[config.mk]
export PLATFORM = sky130hd
export DESIGN_NAME = positional_list_engine
export DESIGN_NICKNAME = d
export VERILOG_FILES = /design/src/sv/ple_pkg.sv /design/src/sv/positional_list_engine.sv /design/src/sv/ple_ram.sv /design/src/sv/ple_ctrl.sv
export SDC_FILE = /design/constraint.sdc
export NUM_CORES = 2
export LEC_CHECK = 0
export BUFFER_PORTS_ARGS = -buffer_cell sky130_fd_sc_hd__clkbuf_2
export CAP_MARGIN = 20
export CORE_UTILIZATION = 55
export CTS_BUF_LIST = sky130_fd_sc_hd__clkbuf_4 sky130_fd_sc_hd__clkbuf_8
export DETAILED_ROUTE_END_ITERATION = 8
export GPL_ROUTABILITY_DRIVEN = 0
export PLACE_DENSITY_LB_ADDON = 0.08
export SLEW_MARGIN = 20
export SYNTH_ARGS = -nofsm -noshare
export SYNTH_HDL_FRONTEND = slang
export SYNTH_SLANG_ARGS = --single-unit
export TNS_END_PERCENT = 5
[constraint.sdc]
create_clock -name clk -period 6.9 [get_ports clk]
set_input_delay 1.725 -clock clk [delete_from_list [all_inputs] [get_ports clk]]
set_output_delay 1.725 -clock clk [all_outputs]
set_load 0.005 [all_outputs]
[src/sv/ple_pkg.sv]
`default_nettype none

package ple_pkg;

	// default list depth
	localparam int DefCapacity = 64;

	// field widths
	localparam int OpW     = 2;
	localparam int PosW    = 7;
	localparam int ValW    = 32;
	localparam int CntOutW = 7;

	// stream widths, padded to whole bytes
	localparam int InDataW  = 48;
	localparam int OutDataW = 48;
	localparam int OutPadW  = OutDataW - (ValW + 1 + 2 + CntOutW);

	typedef enum logic [1:0] {
		OP_INSERT = 2'd0,
		OP_DELETE = 2'd1,
		OP_READ   = 2'd2,
		OP_SEARCH = 2'd3
	} op_t;

	typedef enum logic [1:0] {
		ST_DONE  = 2'd0,
		ST_RANGE = 2'd1,
		ST_FULL  = 2'd2
	} status_t;

	// one request
	typedef struct packed {
		logic signed [ValW-1:0] value;
		logic [PosW-1:0]        position;
		op_t                    op;
	} req_t;

	// one response, count travels separately
	typedef struct packed {
		logic signed [ValW-1:0] read_value;
		logic                   found;
		status_t                status;
	} res_t;

endpackage

`default_nettype wire

[src/sv/positional_list_engine.sv]
// Sequencing: insert and delete move each entry that lies past the position, a search
//   stops at the first hit or after the last entry, and rejected requests and a search
//   of an empty list go straight to the result.
// Throughput: one request at a time, a new one taken only after the last result is
//   handed on, with moves and scans stepping the entry memory one entry per cycle.
// Reset: arst_n clears the count and the sequencer; entry memory is not cleared.
`default_nettype none

module positional_list_engine
	import ple_pkg::*;
#(
	parameter int CAPACITY = DefCapacity
) (
	input  wire logic                clk,
	input  wire logic                arst_n,
	input  wire logic                s_axis_tvalid,
	output logic                     s_axis_tready,
	// op[1:0], position[8:2], value[40:9], zero pad above
	input  wire logic [InDataW-1:0]  s_axis_tdata,
	output logic                     m_axis_tvalid,
	input  wire logic                m_axis_tready,
	// read_value[31:0], found[32], status[34:33], count[41:35], zero pad above
	output logic [OutDataW-1:0]      m_axis_tdata
);

	localparam int AW = $clog2(CAPACITY);
	localparam int CW = $clog2(CAPACITY + 1);

	req_t            req;
	res_t            res;
	logic            res_valid, res_ready;
	logic [CW-1:0]   cnt;
	logic            ram_we, ram_re;
	logic [AW-1:0]   ram_waddr, ram_raddr;
	logic [ValW-1:0] ram_wdata, ram_rdata;

	logic                out_valid_q;
	logic [OutDataW-1:0] out_data_q;

	// unpack the input transfer
	assign req.op       = op_t'(s_axis_tdata[OpW-1:0]);
	assign req.position = s_axis_tdata[OpW +: PosW];
	assign req.value    = s_axis_tdata[OpW + PosW +: ValW];

	ple_ctrl #(
		.CAPACITY (CAPACITY)
	) u_ctrl (
		.clk       (clk),
		.arst_n    (arst_n),
		.req_valid (s_axis_tvalid),
		.req_ready (s_axis_tready),
		.req       (req),
		.res_valid (res_valid),
		.res_ready (res_ready),
		.res       (res),
		.cnt       (cnt),
		.ram_we    (ram_we),
		.ram_waddr (ram_waddr),
		.ram_wdata (ram_wdata),
		.ram_re    (ram_re),
		.ram_raddr (ram_raddr),
		.ram_rdata (ram_rdata)
	);

	ple_ram #(
		.WIDTH (ValW),
		.DEPTH (CAPACITY)
	) u_entries (
		.clk   (clk),
		.we    (ram_we),
		.waddr (ram_waddr),
		.wdata (ram_wdata),
		.re    (ram_re),
		.raddr (ram_raddr),
		.rdata (ram_rdata)
	);

	// output register
	assign res_ready = !out_valid_q || m_axis_tready;

	always_ff @(posedge clk or negedge arst_n) begin
		if (!arst_n) begin
			out_valid_q <= 1'b0;
		end else if (res_valid && res_ready) begin
			out_valid_q <= 1'b1;
		end else if (m_axis_tready) begin
			out_valid_q <= 1'b0;
		end
	end

	always_ff @(posedge clk) begin
		if (res_valid && res_ready) begin
			out_data_q <= {{OutPadW{1'b0}}, CntOutW'(cnt), res.status, res.found,
				res.read_value};
		end
	end

	assign m_axis_tvalid = out_valid_q;
	assign m_axis_tdata  = out_data_q;

endmodule

`default_nettype wire

[src/sv/ple_ram.sv]
`default_nettype none

module ple_ram #(
	parameter int WIDTH = 32,
	parameter int DEPTH = 64,
	localparam int AW = $clog2(DEPTH)
) (
	input  wire logic             clk,
	input  wire logic             we,
	input  wire logic [AW-1:0]    waddr,
	input  wire logic [WIDTH-1:0] wdata,
	input  wire logic             re,
	input  wire logic [AW-1:0]    raddr,
	output logic      [WIDTH-1:0] rdata
);

	logic [WIDTH-1:0] mem_q [DEPTH];
	logic [WIDTH-1:0] rdata_q;

	// one write port, one registered read port
	always_ff @(posedge clk) begin
		if (we) begin
			mem_q[waddr] <= wdata;
		end
		if (re) begin
			rdata_q <= mem_q[raddr];
		end
	end

	assign rdata = rdata_q;

endmodule

`default_nettype wire

[src/sv/ple_ctrl.sv]
`default_nettype none

module ple_ctrl
	import ple_pkg::*;
#(
	parameter int CAPACITY = DefCapacity,
	localparam int AW = $clog2(CAPACITY),
	localparam int CW = $clog2(CAPACITY + 1)
) (
	input  wire logic            clk,
	input  wire logic            arst_n,
	// request side
	input  wire logic            req_valid,
	output logic                 req_ready,
	input  wire req_t            req,
	// response side
	output logic                 res_valid,
	input  wire logic            res_ready,
	output res_t                 res,
	output logic [CW-1:0]        cnt,
	// entry memory
	output logic                 ram_we,
	output logic [AW-1:0]        ram_waddr,
	output logic [ValW-1:0]      ram_wdata,
	output logic                 ram_re,
	output logic [AW-1:0]        ram_raddr,
	input  wire logic [ValW-1:0] ram_rdata
);

	localparam int CMPW = (CW > PosW) ? CW : PosW;

	typedef enum logic [6:0] {
		S_IDLE = 7'b0000001,
		S_MOVE = 7'b0000010,
		S_FIN  = 7'b0000100,
		S_RDA  = 7'b0001000,
		S_RDD  = 7'b0010000,
		S_SCAN = 7'b0100000,
		S_DONE = 7'b1000000
	} state_t;

	state_t          state_q, state_d;
	logic [CW-1:0]   cnt_q, cnt_d;
	logic            rd_on_q, rd_on_d;
	logic            mv_q, mv_d;
	logic [AW-1:0]   src_q, src_d;
	logic [AW-1:0]   last_q, last_d;
	logic [AW-1:0]   dst_q, dst_d;
	logic [AW-1:0]   pos_q, pos_d;
	op_t             op_q, op_d;
	logic [ValW-1:0] val_q, val_d;
	res_t            res_q, res_d;

	logic [CMPW-1:0] pos_x, pos_p1_x, cnt_x;
	logic [AW-1:0]   pos_a, cnt_m1_a;
	logic            full, down;
	logic [AW-1:0]   src_up, src_dn;

	assign pos_x    = CMPW'(req.position);
	assign pos_p1_x = pos_x + CMPW'(1);
	assign cnt_x    = CMPW'(cnt_q);
	assign pos_a    = AW'(req.position);
	assign cnt_m1_a = AW'(cnt_q - CW'(1));
	assign full     = (cnt_q == CW'(CAPACITY));

	// shared address stepper: insert walks down, delete and search walk up
	assign down   = (op_q == OP_INSERT);
	assign src_up = src_q + AW'(1);
	assign src_dn = src_q - AW'(1);

	// sequencer
	always_comb begin
		state_d   = state_q;
		cnt_d     = cnt_q;
		rd_on_d   = rd_on_q;
		mv_d      = 1'b0;
		src_d     = src_q;
		last_d    = last_q;
		dst_d     = dst_q;
		pos_d     = pos_q;
		op_d      = op_q;
		val_d     = val_q;
		res_d     = res_q;
		ram_we    = 1'b0;
		ram_waddr = dst_q;
		ram_wdata = ram_rdata;
		ram_re    = 1'b0;
		ram_raddr = src_q;
		case (state_q)
			S_IDLE: begin
				if (req_valid) begin
					op_d             = req.op;
					pos_d            = pos_a;
					val_d            = req.value;
					res_d.read_value = '0;
					res_d.found      = 1'b0;
					res_d.status     = ST_DONE;
					state_d          = S_DONE;
					case (req.op)
						OP_INSERT: begin
							if (pos_x > cnt_x) begin
								res_d.status = ST_RANGE;
							end else if (full) begin
								res_d.status = ST_FULL;
							end else if (pos_x == cnt_x) begin
								state_d = S_FIN;
							end else begin
								src_d   = cnt_m1_a;
								last_d  = pos_a;
								rd_on_d = 1'b1;
								state_d = S_MOVE;
							end
						end
						OP_DELETE: begin
							if (pos_x >= cnt_x) begin
								res_d.status = ST_RANGE;
							end else if (pos_p1_x == cnt_x) begin
								state_d = S_FIN;
							end else begin
								src_d   = AW'(pos_p1_x);
								last_d  = cnt_m1_a;
								rd_on_d = 1'b1;
								state_d = S_MOVE;
							end
						end
						OP_READ: begin
							if (pos_x >= cnt_x) begin
								res_d.status = ST_RANGE;
							end else begin
								src_d   = pos_a;
								state_d = S_RDA;
							end
						end
						default: begin
							if (cnt_q != '0) begin
								src_d   = '0;
								last_d  = cnt_m1_a;
								rd_on_d = 1'b1;
								state_d = S_SCAN;
							end
						end
					endcase
				end
			end
			// read one entry, write it one slot over in the next cycle
			S_MOVE: begin
				ram_re = rd_on_q;
				mv_d   = rd_on_q;
				ram_we = mv_q;
				if (rd_on_q) begin
					dst_d = down ? src_up : src_dn;
					if (src_q == last_q) begin
						rd_on_d = 1'b0;
					end else begin
						src_d = down ? src_dn : src_up;
					end
				end else begin
					state_d = S_FIN;
				end
			end
			S_FIN: begin
				if (op_q == OP_INSERT) begin
					ram_we    = 1'b1;
					ram_waddr = pos_q;
					ram_wdata = val_q;
					cnt_d     = cnt_q + CW'(1);
				end else begin
					cnt_d = cnt_q - CW'(1);
				end
				state_d = S_DONE;
			end
			S_RDA: begin
				ram_re  = 1'b1;
				state_d = S_RDD;
			end
			S_RDD: begin
				res_d.read_value = ram_rdata;
				state_d          = S_DONE;
			end
			// compare each entry as it comes out, stop on the first hit
			S_SCAN: begin
				ram_re = rd_on_q;
				mv_d   = rd_on_q;
				if (rd_on_q) begin
					if (src_q == last_q) begin
						rd_on_d = 1'b0;
					end else begin
						src_d = src_up;
					end
				end
				if (mv_q && (ram_rdata == val_q)) begin
					res_d.found = 1'b1;
					rd_on_d     = 1'b0;
					state_d     = S_DONE;
				end else if (mv_q && !rd_on_q) begin
					state_d = S_DONE;
				end
			end
			S_DONE: begin
				if (res_ready) begin
					state_d = S_IDLE;
				end
			end
			default: begin
				state_d = S_IDLE;
			end
		endcase
	end

	// control state
	always_ff @(posedge clk or negedge arst_n) begin
		if (!arst_n) begin
			state_q <= S_IDLE;
			cnt_q   <= '0;
			rd_on_q <= 1'b0;
			mv_q    <= 1'b0;
		end else begin
			state_q <= state_d;
			cnt_q   <= cnt_d;
			rd_on_q <= rd_on_d;
			mv_q    <= mv_d;
		end
	end

	// payload
	always_ff @(posedge clk) begin
		src_q  <= src_d;
		last_q <= last_d;
		dst_q  <= dst_d;
		pos_q  <= pos_d;
		op_q   <= op_d;
		val_q  <= val_d;
		res_q  <= res_d;
	end

	assign req_ready = (state_q == S_IDLE);
	assign res_valid = (state_q == S_DONE);
	assign res       = res_q;
	assign cnt       = cnt_q;

endmodule

`default_nettype wire

# After elaboration in Yosys (flattened, before gate mapping)
# Memory sizes are Yosys's and may differ from the RTL's. A register that Yosys moved wholly into a read port is not among the register bits.
# Cells that the tools add are included.
op_classes:
  addsub: 5
  multipliers: 0
  div_mod_pow: 0
  n_lt_le_gt_ge: 2
  n_eq_ne: 37
  shifts: 0
  mux: 70
  bitwise: 1
  n_reduce_logical: 25
ops:
  columns: ["operator", "n"]
  rows:
  - ["2-to-1 mux 6 bit", 22]
  - ["2-to-1 mux 7 bit", 11]
  - ["2-to-1 mux 32 bit", 2]
  - ["one-hot mux 32 bit (2 select lines)", 1]
  - ["one-hot mux 6 bit (3 select lines)", 3]
  - ["one-hot mux 7 bit (6 select lines)", 1]
  - ["2-to-1 mux 35 bit", 1]
  - ["equality test 32 bit", 1]
  - ["one-hot mux 7 bit (3 select lines)", 1]
  - ["inequality test 2 bit, second input constant", 10]
  - ["2-to-1 mux 1 bit", 18]
  - ["inequality test 3 bit, second input constant", 6]
  - ["AND reduction 9 bit", 2]
  - ["adder 7 x 1 -> 7 bit, second input constant", 2]
  - ["equality test 7 bit", 2]
  - ["equality test 7 bit, second input constant", 2]
  - ["AND reduction 13 bit", 1]
  - ["inequality test 2 x 1 -> 1 bit, second input constant", 4]
  - ["equality test 7 x 1 -> 1 bit, second input constant", 1]
  - ["equality test 7 x 2 -> 1 bit, second input constant", 1]
  - ["equality test 7 x 3 -> 1 bit, second input constant", 1]
  - ["equality test 7 x 4 -> 1 bit, second input constant", 1]
  - ["equality test 7 x 5 -> 1 bit, second input constant", 1]
  - ["equality test 7 x 6 -> 1 bit, second input constant", 1]
  - ["28 further kinds", 44]
word_totals:
  regBits: 152
  latchBits: 0
  ram_bits: 2048
  romBits: 0
  output_inout_bits: 50
  word_cells: 156
  mem_count: 1
memory_table:
  columns: ["memory", "depth", "word_bits", "read_ports", "rd_clocked_by_memory_dff", "write_ports", "line", "rtl"]
  rows:
  - ["u_entries.mem_q", 64, 32, 1, 1, 1, "ple_ram.sv:17", "logic [WIDTH-1:0] mem_q [DEPTH];"]

# Logic depth before layout (Yosys ltp)
depth:
  word_depth: 7
  mapped_depth: 10

# By module
# A second synthesis with hierarchy kept.
hier_totals:
  cells_unflattened: 4097
  hier_area_um2: 86919.6
by_module_without_submodules:
  columns: ["module", "instances", "cells_each", "area_per_inst_um2"]
  rows:
  - ["ple_ram", 1, 3511, 79359.9]
  - ["ple_ctrl", 1, 533, 6195.9]
  - ["positional_list_engine", 1, 53, 1363.8]

# Worst setup path before layout
# OpenSTA, ideal clock, no wires.
synth_path:
  path_kind: "input to register"
  start: "input port m_axis_tready"
  end: "register out_data_q[0], in the netlist m_axis_tdata[0] (enable)"
  setup_time_ns: 0.442
  arrival_ns: 3.546
  t_required_ns: 6.458
  path_slack_ns: 2.912
  stages: 2
  n_path_buf: 0
  path_cell_list: "nor2b_1 -> nor2_1"
synth_between:
  elab_chain_cells: 2
synth_lines:
  columns: ["item", "line", "rtl"]
  rows:
  - ["start, declared", "positional_list_engine.sv:21", "input wire logic m_axis_tready,"]
  - ["logical OR 1 bit", "positional_list_engine.sv:79", "assign res_ready = !out_valid_q || m_axis_tready;"]
  - ["logical AND 1 bit", "positional_list_engine.sv:92", "if (res_valid && res_ready) begin"]
  - ["end signal, assigned", "positional_list_engine.sv:93", "out_data_q <= {{OutPadW{1'b0}}, CntOutW'(cnt), res.status, res.found,"]
  - ["end, declared", "positional_list_engine.sv:38", "logic [OutDataW-1:0] out_data_q;"]
# No other way between the ends.
# A chain may end at the register's enable or synchronous reset.

# Worst setup path in the final report
layout_path:
  start: "register u_ctrl.state_q[3]"
  end: "memory u_entries.mem_q[35][2] (enable)"
layout_between:
  elab_chain_cells: 4
  elab_cells_between_ends: 6
layout_lines:
  columns: ["item", "line", "rtl"]
  rows:
  - ["start, declared", "ple_ctrl.sv:42", "state_t state_q, state_d;"]
  - ["start signal, assigned", "ple_ctrl.sv:218", "state_q <= state_d;"]
  - ["equality test 7 x 3 -> 1 bit / equality test 7 x 2 -> 1 bit (equally long branches)", "ple_ctrl.sv:89", "case (state_q)"]
  - ["one-hot mux 1 bit (2 select lines)", "ple_ctrl.sv:89", null]
  - ["2-to-1 mux 1 bit", "ple_ram.sv:22", "if (we) begin"]
  - ["2-to-1 mux 1 bit (implied by the code)", "ple_ram.sv:23", "mem_q[waddr] <= wdata;"]
  - ["end, declared", "ple_ram.sv:17", null]
# Parallel ways exist; a longest one is shown, timed or not.

==> impl_metrics.tcl <==
set metrics [dict create \
    status "finished clean" \
    cp_max_fo 23 \
    p_leak_nw 30.7 \
    track_usage_pct 26.1 \
    final_cell_mix "edfxtp_1 (2,215), mux4_2 (583), clkbuf_8 (375), buf_4 (109), clkbuf_4 (106)" \
    synthFlopType "edfxtp_1" \
    synth_edf_count 2215 \
    min_from "u_ctrl.res[11]$_DFFE_PP_" \
    core_mm2 0.155 \
    whs_path_depth 0 \
    cts.sinks 2232 \
    io_pins 102 \
    reg2reg_depth 7 \
    ff2ff_setup_slack_ns 2.30 \
    rsz0062_at_grt "no" \
    fin_tns_setup_ns 0 \
    antenna_found_initial 5 \
    numPortBuffers 88 \
    start_kind "register" \
    worstMarginPinSlew_ns 1.13 \
    fillers 10672 \
    min_path_type "register to register" \
    grt_start_max_net_pins 127 \
    slew_violations 0 \
    async_flop_share_pct 0.762 \
    crit_type "register to register" \
    place_ws_ns 2.31 \
    ant_nets 0 \
    critPathArrivalTime_ns 5.28 \
    chipWidth_um 398 \
    crit_required_ns 7.57 \
    power_mw 35.6 \
    ir_drop_v 0.000332 \
    die_h_um 398 \
    cts_resized 0 \
    cts_tree "done" \
    post-dp-hpwl_um 116000 \
    final_common_cell "edfxtp_1" \
    cts_buffers 366 \
    syn2layout_area_growth_pct 12.6 \
    hold_end "m_axis_tdata[8]$_DFFE_PP_" \
    drt_iter0_drc 4305 \
    post-cts-setup-buffers 0 \
    ys_ff_latch 2232 \
    setup_viol_count_final 0 \
    vias 40977 \
    timing.slew.headroom_pct 24.4 \
    rr_startpoint "u_ctrl.state_q[3]$_DFFE_PN0P_" \
    grt_pass1_vias 41695 \
    syn_area_mm2 0.0863 \
    clock_skew_ns 0.0791 \
    ys_types 69 \
    yosys_warnings 0 \
    yosysSeqAreaShare_pct 77.6 \
    clockBufferDepth 4 \
    fmax_mhz 217 \
    initial_core_util_pct 55.7 \
    grt.overflow.total 0 \
    dr.pass1.iters 5 \
    hold_viol 0 \
    power.density_mw_per_mm2 367 \
    rows 144 \
    fin_nets 4278 \
    grt_pass1_wl_um 293000 \
    die-area_mm2 0.158 \
    htree_num_levels 5 \
    cts_root_buffer "clkbuf_8" \
    fin_crit_ns 4.60 \
    syn_inst 3823 \
    period_share_pct 66.7 \
    drc 0 \
    clkLatencyLatePin_ns 1.04 \
    rr_endpoint "u_entries.mem_q[35][2]$_DFFE_PP_" \
    timing.final.ws_setup_ns 2.30 \
    viasPerCell 6.28 \
    routed_wirelength_um 204000 \
    max_cap_viol_count 0 \
    cp-end-kind "register" \
    layout-drive-gt1-share_pct 32.7 \
    clk_pin_slew_worst_paths_ns 0.06 \
    postSynthAreaPerCell_um2 22.6 \
    hold_buffers 0 \
    wl_per_cell_um 31.3 \
]
cell usage after synthesis (all sizes together) (39+ instances only):
cell type / instances / area, µm²
xnor2: 52 / 455
mux4: 583 / 13100
o21ai: 44 / 220
mux2: 39 / 439
clkbuf: 116 / 435
nor2: 111 / 417
mux2i: 58 / 581
edfxtp: 2215 / 66500
buf: 87 / 439
a22oi: 46 / 345
and2: 55 / 344
a21oi: 78 / 390
nand2: 61 / 229
report_power, final:
part | switching [mW] | internal [mW]
Sequential | 0.242 | 15.5
Clock | 5.05 | 5.97
Combinational | 5.00 | 3.87
Total | 10.3 | 25.3
critical path, cell delays in order, from the launching register on:
cell and delay [ns]:
dfrtp_1 0.43, or4_4 0.59, nor4_1 0.59, nand2_1 0.21, nand2_1 0.25, nand3_1 0.69
nor2_4 1.12, buf_4 0.37
stage by stage:
step,std cells,hold WS [ns],instance area [µm²],utilization (%)
CTS,6516,0.413,96900,62.5
floorplan,3828,0.400,86300,-
detailed placement,5880,0.405,90000,58.1
global placement,5878,0.403,90000,58.1
global route,6523,0.426,97100,62.7
finish,6523,0.411,97100,62.7
logic make-up after synthesis:
group / count (synthesis) / share of synthesized area (%)
XOR/XNOR: 64 / 0.650
flip-flops: 2232 / 77.6
other: 1 / 0.00435
buffers and inverters: 229 / 1.14
multiplexers: 680 / 16.4
AND/OR/NAND/NOR: 331 / 1.90
adder cells (fa/ha/maj): 16 / 0.232
AO/OA/AOI/OAI: 270 / 2.08
per-layer routing:
layer / track usage [%] / vias up / wire, µm
li1: - / 17018 / -
met1: 37.8 / 21883 / 84300
met2: 39.9 / 1792 / 97500
met3: 6.01 / 284 / 16900
met4: 8.32 / 0 / 5360
met5: 0 / - / 0
flip-flops by register name, indices dropped and copies added, names as in the netlist:
| signal | cells |
|---|---|
| m_axis_tdata | 42 |
| m_axis_tvalid | 1 |
| u_ctrl.cnt | 7 |
| u_ctrl.dst_q | 6 |
| u_ctrl.last_q | 6 |
| u_ctrl.mv_q | 1 |
| u_ctrl.op_q | 2 |
| u_ctrl.pos_q | 6 |
| u_ctrl.ram_raddr | 6 |
| u_ctrl.rd_on_q | 1 |
| u_ctrl.res | 35 |
| u_ctrl.state_q | 7 |
| u_ctrl.val_q | 32 |
| u_entries.mem_q | 2048 |
| u_entries.rdata | 32 |
layout make-up:
| cell class | count | area (µm²) | area share [%] |
|---|---|---|---|
| timing repair buffer | 217 | 1680 | 1.73 |
| tap | 2044 | 2560 | 2.63 |
| inverter | 26 | 119 | 0.122 |
| multi-input combinational | 1367 | 19000 | 19.5 |
| clock inverter | 155 | 917 | 0.944 |
| sequential | 2232 | 66900 | 68.9 |
| antenna | 1 | 2.50 | 0.00258 |
| clock buffer | 481 | 5960 | 6.13 |
worst max path at each step:
| stage | start | end | slack, ns |
|---|---|---|---|
| 2_1_floorplan | m_axis_tready | m_axis_tdata[0]$_DFFE_PP_ | 2.91 |
| 3_3_place_gp | u_ctrl.state_q[3]$_DFFE_PN0P_ | u_entries.mem_q[35][16]$_DFFE_PP_ | 2.36 |
| 3_5_place_dp | u_ctrl.state_q[3]$_DFFE_PN0P_ | u_entries.mem_q[44][5]$_DFFE_PP_ | 2.31 |
| 4_1_cts | u_ctrl.state_q[2]$_DFFE_PN0P_ | s_axis_tready | 2.27 |
| 5_1_grt | u_ctrl.state_q[0]$_DFFE_PN1P_ | u_entries.mem_q[24][25]$_DFFE_PP_ | 2.10 |
| 6_report | u_ctrl.state_q[3]$_DFFE_PN0P_ | u_entries.mem_q[35][2]$_DFFE_PP_ | 2.30 |
Note: power is estimated with default switching activity, not from simulation.
